`config.mk`:
```
export PLATFORM = sky130hd
export DESIGN_NAME = two_queue_shared_buffer_core
export DESIGN_NICKNAME = d
export VERILOG_FILES = /design/src/rtl/tqsb_pkg.sv /design/src/rtl/two_queue_shared_buffer_core.sv /design/src/rtl/tqsb_dp.sv /design/src/rtl/tqsb_ctrl.sv
export SDC_FILE = /design/constraint.sdc
export NUM_CORES = 1
export LEC_CHECK = 0
export BUFFER_PORTS_ARGS = -buffer_cell sky130_fd_sc_hd__buf_2
export CAP_MARGIN = 20
export CORE_MARGIN = 2
export CORE_UTILIZATION = 65
export DETAILED_ROUTE_END_ITERATION = 10
export GPL_TIMING_DRIVEN = 0
export PLACE_DENSITY = 0.83
export SLEW_MARGIN = 30
export SYNTH_ARGS = -nofsm -noshare
export SYNTH_HDL_FRONTEND = slang
export SYNTH_HIERARCHICAL = 1
export SYNTH_SLANG_ARGS = --single-unit
```
`constraint.sdc`:
```
create_clock -name clk -period 7.2 [get_ports clk]
set_input_delay 1.08 -clock clk [delete_from_list [all_inputs] [get_ports clk]]
set_output_delay 1.08 -clock clk [all_outputs]
set_load 0.1 [all_outputs]
```
`src/rtl/tqsb_pkg.sv`:
```
// ----------------------------------------------------------------------------
// tqsb_pkg: shared definitions for the two-queue shared buffer
// Operation codes, result status codes and the command and status
// groups that pass between the controller and the datapath.
// ----------------------------------------------------------------------------
package tqsb_pkg;

    // Default number of words in the shared store.
    localparam int DEPTH_DEF = 16;

    // Word and field widths.
    localparam int WORD_W   = 32;
    localparam int OP_W     = 3;
    localparam int STATUS_W = 2;

    // Operation codes.
    localparam logic [OP_W-1:0] OP_PUSH_A = 3'd0;
    localparam logic [OP_W-1:0] OP_PUSH_B = 3'd1;
    localparam logic [OP_W-1:0] OP_POP_A  = 3'd2;
    localparam logic [OP_W-1:0] OP_POP_B  = 3'd3;
    localparam logic [OP_W-1:0] OP_SHOW_A = 3'd4;
    localparam logic [OP_W-1:0] OP_SHOW_B = 3'd5;

    // Result status codes.
    localparam logic [STATUS_W-1:0] ST_OK    = 2'd0;
    localparam logic [STATUS_W-1:0] ST_FULL  = 2'd1;
    localparam logic [STATUS_W-1:0] ST_EMPTY = 2'd2;

    // What the output register loads in a cycle.
    typedef enum logic [1:0] {
        OUT_NONE,
        OUT_PUSH,
        OUT_EMPTY,
        OUT_DATA
    } out_sel_t;

    // Commands from the controller to the datapath.
    typedef struct packed {
        logic     load_in;
        logic     push;
        logic     pop_start;
        logic     show_start;
        logic     show_step;
        out_sel_t out_sel;
        logic     out_last;
    } tqsb_cmd_t;

    // Status from the datapath to the controller.
    typedef struct packed {
        logic [OP_W-1:0] op;
        logic            a_empty;
        logic            b_empty;
        logic            walk_last;
        logic            out_free;
    } tqsb_stat_t;

endpackage

```
`src/rtl/two_queue_shared_buffer_core.sv`:
```
// ----------------------------------------------------------------------------
// two_queue_shared_buffer_core: two queues in one shared word store
// Queue A fills the store upward from the low end, queue B downward from
// the high end; supports push, pop and show on either queue.
// ----------------------------------------------------------------------------
// The block takes one operation at a time. A push, an unused op code, or a
// pop or show of an empty queue goes from the transfer to the execute
// state only; a pop or show of a nonempty queue then also goes through the
// emit state, since the store has one registered read port; a show delivers
// one element per cycle while the sink keeps tready high. A full output
// register holds the block back only while the sink
// stalls. The next input transfer is taken as soon as the previous
// operation has placed its last result in the output register, even if that
// result has not yet been taken. Queue storage is reclaimed only when a
// queue empties; no clearing pass is needed after reset.
module two_queue_shared_buffer_core
    import tqsb_pkg::*;
#(
    parameter int DEPTH = DEPTH_DEF
)
(
    input  logic        clk,
    input  logic        rst_n,
    input  logic        s_tvalid,
    output logic        s_tready,
    input  logic [39:0] s_tdata,   // op [2:0], value [34:3], zero [39:35]
    output logic        m_tvalid,
    input  logic        m_tready,
    output logic [39:0] m_tdata,   // status [1:0], data [33:2], zero [39:34]
    output logic        m_tlast
);

    tqsb_cmd_t                cmd;
    tqsb_stat_t               stat;
    logic [STATUS_W-1:0]      status;
    logic signed [WORD_W-1:0] data;

    tqsb_ctrl u_ctrl (
        .clk      (clk),
        .rst_n    (rst_n),
        .in_valid (s_tvalid),
        .in_ready (s_tready),
        .stat     (stat),
        .cmd      (cmd)
    );

    tqsb_dp #(
        .DEPTH (DEPTH)
    ) u_dp (
        .clk        (clk),
        .rst_n      (rst_n),
        .cmd        (cmd),
        .stat       (stat),
        .in_op      (s_tdata[2:0]),
        .in_value   (s_tdata[34:3]),
        .out_valid  (m_tvalid),
        .out_ready  (m_tready),
        .out_status (status),
        .out_data   (data),
        .out_last   (m_tlast)
    );

    // Pack the result fields, lowest field first.
    assign m_tdata = {6'd0, data, status};

endmodule

```
`src/rtl/tqsb_dp.sv`:
```
// ----------------------------------------------------------------------------
// tqsb_dp: datapath of the two-queue shared buffer
// Holds the input item, the queue pointers, the shared word store, the
// show walk pointer and the output register.
// ----------------------------------------------------------------------------
module tqsb_dp
    import tqsb_pkg::*;
#(
    parameter int DEPTH = DEPTH_DEF
)
(
    input  logic                       clk,
    input  logic                       rst_n,
    input  tqsb_cmd_t                  cmd,
    output tqsb_stat_t                 stat,
    input  logic [OP_W-1:0]            in_op,
    input  logic signed [WORD_W-1:0]   in_value,
    output logic                       out_valid,
    input  logic                       out_ready,
    output logic [STATUS_W-1:0]        out_status,
    output logic signed [WORD_W-1:0]   out_data,
    output logic                       out_last
);

    localparam int AW = $clog2(DEPTH);
    localparam int PW = $clog2(DEPTH + 1);
    localparam logic [PW-1:0] DEPTH_P = PW'(DEPTH);
    localparam logic [PW-1:0] ONE_P   = PW'(1);

    // Queue A pointers are kept offset by one so that zero marks empty.
    logic [PW-1:0] ha_reg, ha_next;
    logic [PW-1:0] ta_reg, ta_next;
    logic [PW-1:0] hb_reg, hb_next;
    logic [PW-1:0] tb_reg, tb_next;
    logic [AW-1:0] walk_reg, walk_next;

    logic [OP_W-1:0]          op_reg;
    logic signed [WORD_W-1:0] value_reg;

    logic signed [WORD_W-1:0] mem [DEPTH];
    logic signed [WORD_W-1:0] rd_data_reg;
    logic                     we;
    logic [AW-1:0]            wr_addr;
    logic                     re;
    logic [AW-1:0]            rd_addr;

    logic                       valid_reg;
    logic [STATUS_W-1:0]        status_reg;
    logic signed [WORD_W-1:0]   data_reg;
    logic                       last_reg;

    logic a_empty, b_empty, full, is_b;
    logic [PW-1:0] ta_inc, tb_dec, ha_inc;
    logic [PW-1:0] walk_ext;

    assign is_b     = op_reg[0];
    assign a_empty  = (ta_reg == '0);
    assign b_empty  = (tb_reg == DEPTH_P);
    assign full     = ((ta_reg) == tb_reg);
    assign ta_inc   = ta_reg + ONE_P;
    assign tb_dec   = tb_reg - ONE_P;
    assign ha_inc   = ha_reg + ONE_P;
    assign walk_ext = {{(PW-AW){1'b0}}, walk_reg};

    // Status toward the controller.
    always_comb
    begin
        stat.op        = op_reg;
        stat.a_empty   = a_empty;
        stat.b_empty   = b_empty;
        stat.walk_last = is_b ? (walk_ext == tb_reg) : ((walk_ext + ONE_P) == ta_reg);
        stat.out_free  = !valid_reg || out_ready;
    end

    // Pointer updates, store write and store read selection.
    always_comb
    begin
        ha_next   = ha_reg;
        ta_next   = ta_reg;
        hb_next   = hb_reg;
        tb_next   = tb_reg;
        walk_next = walk_reg;
        we        = 1'b0;
        wr_addr   = '0;
        re        = 1'b0;
        rd_addr   = '0;
        if (cmd.push && !full)
        begin
            we = 1'b1;
            if (!is_b)
            begin
                ha_next = a_empty ? ONE_P : ha_reg;
                ta_next = a_empty ? ONE_P : ta_inc;
                wr_addr = a_empty ? '0 : ta_reg[AW-1:0];
            end
            else
            begin
                hb_next = b_empty ? (DEPTH_P - ONE_P) : hb_reg;
                tb_next = b_empty ? (DEPTH_P - ONE_P) : tb_dec;
                wr_addr = b_empty ? AW'(DEPTH - 1) : tb_dec[AW-1:0];
            end
        end
        if (cmd.pop_start)
        begin
            re = 1'b1;
            if (!is_b)
            begin
                rd_addr = ha_reg[AW-1:0] - AW'(1);
                if (ha_reg == ta_reg)
                begin
                    ha_next = '0;
                    ta_next = '0;
                end
                else
                begin
                    ha_next = ha_inc;
                end
            end
            else
            begin
                rd_addr = hb_reg[AW-1:0];
                if (hb_reg == tb_reg)
                begin
                    hb_next = DEPTH_P;
                    tb_next = DEPTH_P;
                end
                else
                begin
                    hb_next = hb_reg - ONE_P;
                end
            end
        end
        if (cmd.show_start)
        begin
            re        = 1'b1;
            walk_next = is_b ? hb_reg[AW-1:0] : (ha_reg[AW-1:0] - AW'(1));
            rd_addr   = walk_next;
        end
        if (cmd.show_step)
        begin
            re        = 1'b1;
            walk_next = is_b ? (walk_reg - AW'(1)) : (walk_reg + AW'(1));
            rd_addr   = walk_next;
        end
    end

    // Control registers: pointers and output valid.
    always_ff @(posedge clk or negedge rst_n)
    begin
        if (!rst_n)
        begin
            ha_reg    <= '0;
            ta_reg    <= '0;
            hb_reg    <= DEPTH_P;
            tb_reg    <= DEPTH_P;
            valid_reg <= 1'b0;
        end
        else
        begin
            ha_reg <= ha_next;
            ta_reg <= ta_next;
            hb_reg <= hb_next;
            tb_reg <= tb_next;
            if (cmd.out_sel != OUT_NONE)
            begin
                valid_reg <= 1'b1;
            end
            else if (out_ready)
            begin
                valid_reg <= 1'b0;
            end
        end
    end

    // Payload registers: input item, walk pointer and result.
    always_ff @(posedge clk)
    begin
        walk_reg <= walk_next;
        if (cmd.load_in)
        begin
            op_reg    <= in_op;
            value_reg <= in_value;
        end
        case (cmd.out_sel)
            OUT_PUSH:
            begin
                status_reg <= full ? ST_FULL : ST_OK;
                data_reg   <= '0;
                last_reg   <= 1'b1;
            end
            OUT_EMPTY:
            begin
                status_reg <= ST_EMPTY;
                data_reg   <= '0;
                last_reg   <= 1'b1;
            end
            OUT_DATA:
            begin
                status_reg <= ST_OK;
                data_reg   <= rd_data_reg;
                last_reg   <= cmd.out_last;
            end
            default:
            begin
                status_reg <= status_reg;
            end
        endcase
    end

    // Shared word store with registered read.
    always_ff @(posedge clk)
    begin
        if (we)
        begin
            mem[wr_addr] <= value_reg;
        end
        if (re)
        begin
            rd_data_reg <= mem[rd_addr];
        end
    end

    assign out_valid  = valid_reg;
    assign out_status = status_reg;
    assign out_data   = data_reg;
    assign out_last   = last_reg;

endmodule

```
`src/rtl/tqsb_ctrl.sv`:
```
// ----------------------------------------------------------------------------
// tqsb_ctrl: controller of the two-queue shared buffer
// Sequences one item at a time: latch, execute, then emit store words
// for pops and shows.
// ----------------------------------------------------------------------------
module tqsb_ctrl
    import tqsb_pkg::*;
(
    input  logic       clk,
    input  logic       rst_n,
    input  logic       in_valid,
    output logic       in_ready,
    input  tqsb_stat_t stat,
    output tqsb_cmd_t  cmd
);

    typedef enum logic [1:0] {
        S_IDLE,
        S_EXEC,
        S_EMIT
    } state_t;

    state_t state_reg, state_next;
    logic   q_empty, is_pop;

    assign q_empty  = stat.op[0] ? stat.b_empty : stat.a_empty;
    assign is_pop   = (stat.op == OP_POP_A) || (stat.op == OP_POP_B);
    assign in_ready = (state_reg == S_IDLE);

    // Next state and commands.
    always_comb
    begin
        state_next     = state_reg;
        cmd            = '0;
        cmd.out_sel    = OUT_NONE;
        case (state_reg)
            S_IDLE:
            begin
                if (in_valid)
                begin
                    cmd.load_in = 1'b1;
                    state_next  = S_EXEC;
                end
            end
            S_EXEC:
            begin
                case (stat.op) inside
                    OP_PUSH_A, OP_PUSH_B:
                    begin
                        if (stat.out_free)
                        begin
                            cmd.push    = 1'b1;
                            cmd.out_sel = OUT_PUSH;
                            state_next  = S_IDLE;
                        end
                    end
                    OP_POP_A, OP_POP_B, OP_SHOW_A, OP_SHOW_B:
                    begin
                        if (q_empty)
                        begin
                            if (stat.out_free)
                            begin
                                cmd.out_sel = OUT_EMPTY;
                                state_next  = S_IDLE;
                            end
                        end
                        else if (is_pop)
                        begin
                            cmd.pop_start = 1'b1;
                            state_next    = S_EMIT;
                        end
                        else
                        begin
                            cmd.show_start = 1'b1;
                            state_next     = S_EMIT;
                        end
                    end
                    default:
                    begin
                        state_next = S_IDLE;
                    end
                endcase
            end
            S_EMIT:
            begin
                if (stat.out_free)
                begin
                    cmd.out_sel  = OUT_DATA;
                    cmd.out_last = is_pop || stat.walk_last;
                    if (is_pop || stat.walk_last)
                    begin
                        state_next = S_IDLE;
                    end
                    else
                    begin
                        cmd.show_step = 1'b1;
                    end
                end
            end
            default:
            begin
                state_next = S_IDLE;
            end
        endcase
    end

    // State register.
    always_ff @(posedge clk or negedge rst_n)
    begin
        if (!rst_n)
        begin
            state_reg <= S_IDLE;
        end
        else
        begin
            state_reg <= state_next;
        end
    end

endmodule

```
; ---- Word level (Yosys, flattened, before mapping)
; Memory sizes are Yosys's and may differ from the RTL's. A register that Yosys moved wholly into a read port is not among the register bits.
; Cells that the tools add are included.
[word_totals]
reg_bits = 97
input_bits = 44
n_memories = 1
output_inout_bits = 43
mem_bits_rw = 512
wordCells = 135
[classes]
n_mux = 77
n_addsub = 8
eq_ne = 19
n_reduce_logical = 18
[memory_table]
columns = memory, depth, word_bits, rd, rd_ports_with_merged_regs, write_ports, line
row1 = u_dp.mem, 16, 32, 1, 1, 1, tqsb_dp.sv:40  ; logic signed [WORD_W-1:0] mem [DEPTH];
[op_table]
columns = operator, n
row1 = 5-bit two-way mux, 24
row2 = 32-bit case mux with 2 select lines, 1
row3 = 4-bit two-way mux, 12
row4 = 2-bit two-way mux, 14
row5 = 1-bit two-way mux, 21
row6 = 5-bit equality test, 4
row7 = 2-bit case mux with 3 select lines, 2
row8 = "5-bit by 1-bit adder with 5-bit output, second input constant", 2
row9 = "5-bit by 1-bit subtractor with 5-bit output, second input constant", 2
row10 = 2-bit nonzero test, 4
row11 = "4-bit by 1-bit subtractor with 4-bit output, second input constant", 2
row12 = "2-bit equality test, second input constant", 3
row13 = "3-bit by 2-bit equality test with 1-bit output, second input constant", 2
row14 = "3-bit equality test, second input constant", 2
row15 = "4-bit by 1-bit adder with 5-bit output, second input constant", 1
row16 = 4-bit by 5-bit equality test with 1-bit output, 1
row17 = "5-bit equality test, second input constant", 1
row18 = 5-bit zero test, 1
row19 = "4-bit by 1-bit adder with 4-bit output, second input constant", 1
row20 = "2-bit by 1-bit equality test with 1-bit output, second input constant", 2
row21 = "2-bit != test, second input constant", 2
row22 = 2-bit case mux with 2 select lines, 1
row23 = 2-bit OR reduction, 2
row24 = 4-bit OR reduction, 1
row25 = other kinds (11), 14

; ---- Longest topological paths before layout
; Gate-level depths: netlist of run 1.
[depth]
word_depth = 12
mapped_depth = 18
ltp_nobuf = 14

; ---- Hierarchy
; Netlist of run 1, hierarchy kept.
[modules_own_cells]
columns = mod, area_each_um2, n_inst, seq_area_each_um2, cells_each
row1 = tqsb_dp, 29639.7, 1, 19085.8, 2098
row2 = tqsb_ctrl, 302.8, 1, 50.0, 41
row3 = two_queue_shared_buffer_core, 48.8, 1, 0.0, 7

; ---- Worst setup path after synthesis of run 1
; No wires, ideal clock.
[synth_timing]
kind = input -> register
start = in m_tready
end = mem u_dp.mem[0][0], enable pin
arrival_time_ps = 4145
stages = 6
n_path_buf = 0
setup_ps = 461
t_required_ps = 6739
path_slack_ps = 2594
cell_sequence = nand2b_1 > nand2_1 > nor3_1 > inv_1 > a21o_1 > nor3_1
[synth_rtl]
columns = item, line
row1 = start: declaration, two_queue_shared_buffer_core.sv:28  ; input logic m_tready,
row2 = end: declaration, tqsb_dp.sv:40

==> results.sh, run 1 <==
export IMPL_yosysWarningCount=6
export IMPL_synth_edf_count=618
export IMPL_cap_violations=0
export IMPL_cts_buffers=66
export IMPL_die_area_um2=47900
export IMPL_power_density_nw_per_um2=345
export IMPL_critPathSlowestCell="o41ai_1"
export IMPL_yosys_area_share_simple_pct=4.41
export IMPL_post_cts_resized=0
export IMPL_critical_path_depth=15
export IMPL_wl_met1_um=29900
export IMPL_path_common_cell="mux2i_1"
export IMPL_reg2reg_slack_ns=1.42
export IMPL_crit_chain="buf_4, buf_2, clkbuf_1, buf_2, nand3b_1, o41ai_1, nor3_1, inv_1, buf_1, clkbuf_1, nor2_1, a221oi_1, mux2i_1, mux2i_1, mux2i_1"
export IMPL_r2r_end="u_dp/rd_data_reg[12]$_DFFE_PP_"
export IMPL_antenna_found_initial=1
export IMPL_synth_compound_area_share_pct=12.8
export IMPL_finalCritPeriodShare_pct=80.3
export IMPL_max_slew_margin_pct=37.1
export IMPL_critical_path_endpoint="u_dp/rd_data_reg[12]$_DFFE_PP_"
export IMPL_cp_max_fo=10
export IMPL_critPathMaxStageDelay_ns=0.69
export IMPL_gp_congestion=0.895
export IMPL_clock_fmax_mhz=173
export IMPL_largest_reg_flops=512
export IMPL_synthXorXnorAreaFrac_pct=0.993
export IMPL_grt_pass1_wl_um=125000
export IMPL_clk_latency_ns=0.61
export IMPL_die_h_um=219
export IMPL_hpwl_um=55900
export IMPL_outcome="finished, final reports clean"
export IMPL_first_global_vias=20842
export IMPL_final_layout_size_suffix_gt1_share_pct=16.1
export IMPL_grt_max_degree=42
export IMPL_drt_iter0_drc=3199
export IMPL_critPathTopFamily="buffers and inverters"
export IMPL_crit_path_start="u_dp/op_reg[0]$_DFFE_PP_"
export IMPL_final_min_clock_period_ns=5.78
export IMPL_grt_overflow=0
export IMPL_initial_core_util_pct=65.9
export IMPL_cts_tree="done"
export IMPL_cp_end_kind="flip-flop"
export IMPL_crit_type="reg -> reg"
export IMPL_setup_viol=0
export IMPL_rsz0062_at_grt="false"
export IMPL_power_frac_seq_pct=40.4
export IMPL_ios=87
export IMPL_cts_hold_buf=0
export IMPL_switching_share_pct=35.5
export IMPL_hold_viol=0
export IMPL_clkSinkCount=641
export IMPL_dr_max_layer_used="met5"
export IMPL_cts_buffer_depth=3
export IMPL_hp_class="in -> async"
export IMPL_htreeDepth=3
export IMPL_required_ns=7.54
export IMPL_synth_area_um2=30000
export IMPL_ff2ff_path_depth=15
export IMPL_layout_nets=2375
export IMPL_coreArea_um2=45500
export IMPL_num_vias=21199
export IMPL_synth_cells=2146
export IMPL_synthFlopType="edfxtp_1"
export IMPL_worstPathArrival_ns=6.12
export IMPL_cts_setup_buffers=0
export IMPL_drv_slew=0
export IMPL_cp_num_buf_inv=7
export IMPL_ys_seq_area_share_pct=63.8
export IMPL_r2r_start="u_dp/op_reg[0]$_DFFE_PP_"
export IMPL_clk_pin_slew_ns=0.06
export IMPL_synth_top_family_by_area="compound AO/OA/AOI/OAI gates"
export IMPL_clkPwrFrac_pct=29.8
export IMPL_p_comb_share_pct=29.8
export IMPL_synthArstFlopShare_pct=3.59
export IMPL_core_rowCount=78
export IMPL_route_met2_wl_um=39300
export IMPL_dr_wl_met3_um=10800
export IMPL_port_buffers=75
export IMPL_drc=0
export IMPL_drt_vias_per_instance=7.15
export IMPL_gr_usage_all_layers_pct=35.3
export IMPL_p_int_mw=7.57
export IMPL_synthAdderAreaFrac_pct=0.567
export IMPL_wl_per_cell_um=28.5
export IMPL_syn_area_per_cell_um2=14.0
export IMPL_area_growth_pct=13.3
export IMPL_final_util_pct=74.7
export IMPL_fin_skew_ns=0.0309
export IMPL_wl_um=84500
export IMPL_worst_pin_slew_ns=0.944
export IMPL_leakage_nw=11.9
export IMPL_drtAntennaViolNets=0
export IMPL_first_pass_iters=6
export IMPL_start_kind="flip-flop"
export IMPL_synth_distinct_cells=63
export IMPL_peakVddDrop_mv=0.291
export IMPL_ys_ff_latch=641
export IMPL_p_sw_mw=4.17
export IMPL_synth_mux_area_share_pct=12.1
export IMPL_fp_dieW_um=219
export IMPL_timing_setup_tns_ns=0
export IMPL_clock_root_buffer="clkbuf_16"
export IMPL_top_register="u_dp/mem"
-- stage by stage --
stage | setup slack, ns | instance area [um^2] | hold slack [ns] | power [mW] | cells
after floorplan | 2.59 | 30000 | 0.488 | 7.06 | 2151
after global placement | 0.720 | 31100 | 0.502 | 8.03 | 2826
after detailed placement | 1.69 | 31800 | 0.513 | 8.17 | 2850
after CTS | 1.65 | 34000 | 0.485 | 11.6 | 2962
after global routing | 1.23 | 34000 | 0.510 | 12.1 | 2962
final | 1.42 | 34000 | 0.479 | 11.7 | 2966
-- synthesized netlist by cell type, types with 4 or more instances --
cell | count | share of area (%)
a221oi_1 | 128 | 3.7
nand2_1 | 28 | 0.35
a211oi_1 | 4 | 0.10
and3_1 | 36 | 0.75
a21o_1 | 4 | 0.10
nor3_1 | 9 | 0.15
nor2_1 | 164 | 2.1
a21oi_1 | 17 | 0.28
buf_4 | 14 | 0.35
a41oi_1 | 128 | 3.7
xnor2_1 | 13 | 0.38
mux2i_1 | 360 | 12
nor2b_1 | 7 | 0.15
o21bai_1 | 4 | 0.10
xor2_1 | 21 | 0.61
buf_6 | 4 | 0.15
clkbuf_1 | 65 | 0.81
nand2b_1 | 11 | 0.23
a22oi_1 | 4 | 0.10
inv_1 | 143 | 1.8
nand3_1 | 7 | 0.12
o21ai_0 | 13 | 0.22
a311oi_1 | 128 | 3.7
buf_2 | 127 | 2.1
ha_1 | 12 | 0.50
dfrtp_1 | 21 | 1.8
edfxtp_1 | 618 | 62
-- routing by layer --
layer / vias up / track usage [%]
li1: 8858 / -
met5: - / 0
met4: 2 / 18.0
met3: 317 / 8.76
met2: 1623 / 55.6
met1: 10399 / 46.0
-- worst min-delay path by stage --
stage | cells past startpoint | slack [ns] | endpoint | startpoint
after detailed placement | 2 | 0.51 | u_dp/hb_reg[4]$_DFF_PN1_ | u_dp/hb_reg[4]$_DFF_PN1_
after CTS | 1 | 0.49 | u_dp/hb_reg[0]$_DFF_PN0_ | rst_n
final | 1 | 0.48 | u_dp/ha_reg[4]$_DFF_PN0_ | rst_n
after floorplan | 2 | 0.49 | u_dp/hb_reg[4]$_DFF_PN1_ | u_dp/hb_reg[4]$_DFF_PN1_
after global routing | 1 | 0.51 | u_dp/hb_reg[0]$_DFF_PN0_ | rst_n
after global placement | 2 | 0.50 | u_dp/hb_reg[4]$_DFF_PN1_ | u_dp/hb_reg[4]$_DFF_PN1_
-- cells by family (layout without fill, tap and decap cells) --
kind of cell / after synthesis / count (layout)
adder cells (fa/ha/maj): 13 / 13
buffers and inverters: 356 / 567
XOR/XNOR: 34 / 34
AO/OA/AOI/OAI: 453 / 453
AND/OR/NAND/NOR: 285 / 285
other: 1 / 10
flip-flops: 641 / 641
multiplexers: 363 / 363
-- power groups by stage --
stage / Clock (mW) / Sequential [mW] / Combinational, mW
final: 3.50 / 4.74 / 3.49
after CTS: 3.52 / 4.73 / 3.39
after global routing: 3.67 / 4.76 / 3.62
after global placement: 0 / 4.79 / 3.23
after floorplan: 0 / 5.13 / 1.93
after detailed placement: 0 / 4.81 / 3.36
-- layout make-up --
type	count	area, um^2
diodes	4	10.0
plain buffers	213	1040
clock buffers	77	1780
clock inverters	35	410
fillers	2687	11500
inverters	143	537
multi-input cells	1154	9430
flip-flops and latches	641	19100
well taps	600	751
repair buffers	99	875
-- layout by cell type, fill, tap and decap left out, types with 15 or more instances in the layout --
cell type	count
edfxtp_1	618
mux2i_1	360
buf_2	201
nor2_1	149
inv_1	143
a221oi_1	128
a311oi_1	128
a41oi_1	128
clkbuf_1	72
clkbuf_16	70
and3_1	36
nand2_1	28
dfrtp_1	21
xor2_1	21
buf_4	20
a21oi_1	16
nor2_4	15
Note: power is estimated with default switching activity, not from simulation.
==> run 2, diff against run 1 <==
--- a/config.mk
+++ b/config.mk
@@ -8,10 +8,10 @@
 export BUFFER_PORTS_ARGS = -buffer_cell sky130_fd_sc_hd__buf_2
 export CAP_MARGIN = 20
 export CORE_MARGIN = 2
-export CORE_UTILIZATION = 65
+export CORE_UTILIZATION = 57
 export DETAILED_ROUTE_END_ITERATION = 10
 export GPL_TIMING_DRIVEN = 0
-export PLACE_DENSITY = 0.83
+export PLACE_DENSITY = 0.77
 export SLEW_MARGIN = 30
 export SYNTH_ARGS = -nofsm -noshare
 export SYNTH_HDL_FRONTEND = slang
==> constraint.sdc (replaced) <==
create_clock -name clk -period 5.2 [get_ports clk]
set_input_delay 0.78 -clock clk [delete_from_list [all_inputs] [get_ports clk]]
set_output_delay 0.78 -clock clk [all_outputs]
set_load 0.1 [all_outputs]
==> results.sh, run 2 (same netlist as run 1, synthesis figures left out) <==
export IMPL_hold_viol=0
export IMPL_first_global_vias=20130
export IMPL_die_area_um2=54500
export IMPL_critPathTopFamily="buffers and inverters"
export IMPL_peakVddDrop_mv=0.301
export IMPL_drc=0
export IMPL_cp_end_kind="flip-flop"
export IMPL_die_h_um=233
export IMPL_final_util_pct=65.2
export IMPL_initial_core_util_pct=57.3
export IMPL_gr_usage_all_layers_pct=30.8
export IMPL_top_register="u_dp/mem"
export IMPL_start_kind="flip-flop"
export IMPL_finalCritPeriodShare_pct=97.2
export IMPL_port_buffers=75
export IMPL_wl_um=83800
export IMPL_first_pass_iters=7
export IMPL_area_growth_pct=13.7
export IMPL_path_common_cell="buf_2"
export IMPL_grt_max_degree=42
export IMPL_cp_max_fo=10
export IMPL_drt_vias_per_instance=6.76
export IMPL_power_density_nw_per_um2=470
export IMPL_drt_iter0_drc=2850
export IMPL_drtAntennaViolNets=0
export IMPL_cts_setup_buffers=0
export IMPL_clock_root_buffer="clkbuf_16"
export IMPL_crit_chain="buf_2, clkbuf_4, buf_2, nand3_1, xnor2_1, nor4_1, o21ai_0, o41ai_2, nor3_2, buf_4, nor2b_1, buf_2, buf_2, a311oi_1, a41oi_1, mux2i_1, mux2i_1, mux2i_1"
export IMPL_gp_congestion=0.938
export IMPL_critPathSlowestCell="buf_2"
export IMPL_top_usage_layer="met2"
export IMPL_required_ns=5.53
export IMPL_leakage_nw=12.0
export IMPL_grt_overflow=0
export IMPL_hpwl_um=56500
export IMPL_critPathMaxStageDelay_ns=0.44
export IMPL_cp_num_buf_inv=6
export IMPL_instances_no_fill=3059
export IMPL_worstPathArrival_ns=5.39
export IMPL_final_layout_size_suffix_gt1_share_pct=16.2
export IMPL_rsz0062_at_grt="false"
export IMPL_drv_slew=0
export IMPL_antenna_cells=0
export IMPL_mostFrequentLayoutCells="edfxtp_1 (618), mux2i_1 (360), buf_2 (200)"
export IMPL_max_slew_margin_pct=40.1
export IMPL_use_met3_pct=6.80
export IMPL_cap_violations=0
export IMPL_cts_tree="done"
export IMPL_clkSinkCount=641
export IMPL_coreArea_um2=52300
export IMPL_largest_reg_flops=512
export IMPL_num_vias=20667
export IMPL_ff2ff_path_depth=18
export IMPL_outcome="finished, final reports clean"
export IMPL_layout_setup_ws_ns=0.144
export IMPL_core_rowCount=84
export IMPL_worst_pin_slew_ns=0.899
export IMPL_final_min_clock_period_ns=5.06
export IMPL_reg2reg_slack_ns=0.14
export IMPL_layout_commonest_cell="edfxtp_1"
export IMPL_cts_buffer_depth=3
export IMPL_critical_path_depth=18
export IMPL_ios=87
export IMPL_cts_buffers=67
export IMPL_cts_hold_buf=0
export IMPL_grt_pass1_wl_um=123000
export IMPL_grt_use_met1_pct=41.4
export IMPL_timing_hold_ws_ns=0.174
export IMPL_layout_nets=2377
export IMPL_fin_skew_ns=0.0271
export IMPL_wl_per_cell_um=27.4
export IMPL_pre_cts_slack_ns=-0.339
export IMPL_hp_class="in -> async"
export IMPL_grt_util_met2_pct=48.6
export IMPL_timing_setup_tns_ns=0
export IMPL_setup_viol=0
export IMPL_antenna_found_initial=0
export IMPL_htreeDepth=3
export IMPL_dpl_cell_count=2940
export IMPL_crit_type="reg -> reg"
export IMPL_clk_latency_ns=0.62
export IMPL_fp_dieW_um=233
export IMPL_clk_pin_slew_ns=0.06
export IMPL_clock_fmax_mhz=198
## run 2: where the power goes
group / switching, mW / internal (mW)
Combinational: 3.42 / 1.38
Clock: 1.97 / 2.68
Sequential: 0.359 / 6.21
## run 2: path summary, 6_finish.rpt
| path | from | to |
|---|---|---|
| worst min register to register | u_dp/hb_reg[4]$_DFF_PN1_ | u_dp/hb_reg[4]$_DFF_PN1_ |
| worst max-delay path | u_dp/walk_reg[0]$_DFFE_PP_ | u_dp/rd_data_reg[1]$_DFFE_PP_ |
| worst max register to register | u_dp/walk_reg[0]$_DFFE_PP_ | u_dp/rd_data_reg[1]$_DFFE_PP_ |
| min in group clk | s_tdata[6] | u_dp/value_reg[3]$_DFFE_PP_ |
| max in group asynchronous | rst_n | u_dp/tb_reg[2]$_DFF_PN0_ |
| worst min-delay path | rst_n | u_dp/hb_reg[0]$_DFF_PN0_ |
## run 2: repair_timing
item                                    CTS  global route
pin swaps                                 0             0
gates resized for setup                   2            20
endpoints found under the setup margin   29            32
## run 2: cell type report
type | instances | area (um^2)
Multi-Input combinational cell | 1154 | 9450
Buffer | 212 | 1050
Tap cell | 688 | 861
Fill cell | 3676 | 18200
Sequential cell | 641 | 19100
Clock buffer | 86 | 1810
Timing Repair Buffer | 101 | 963
Inverter | 143 | 537
Clock inverter | 34 | 302
## run 2: metrics by stage
stage,cell area [um^2],total power [mW]
final,34100,16.0
after global routing,34100,16.5
after CTS,34100,16.0
after detailed placement,32000,11.3
after global placement,31200,11.2
after floorplan,30000,9.78
## run 2: routing by layer
layer / vias to the layer above / share of wire, %
met5: - / 0
met4: 0 / 3.9
met3: 212 / 12
met2: 1378 / 47
met1: 10196 / 38
li1: 8881 / -
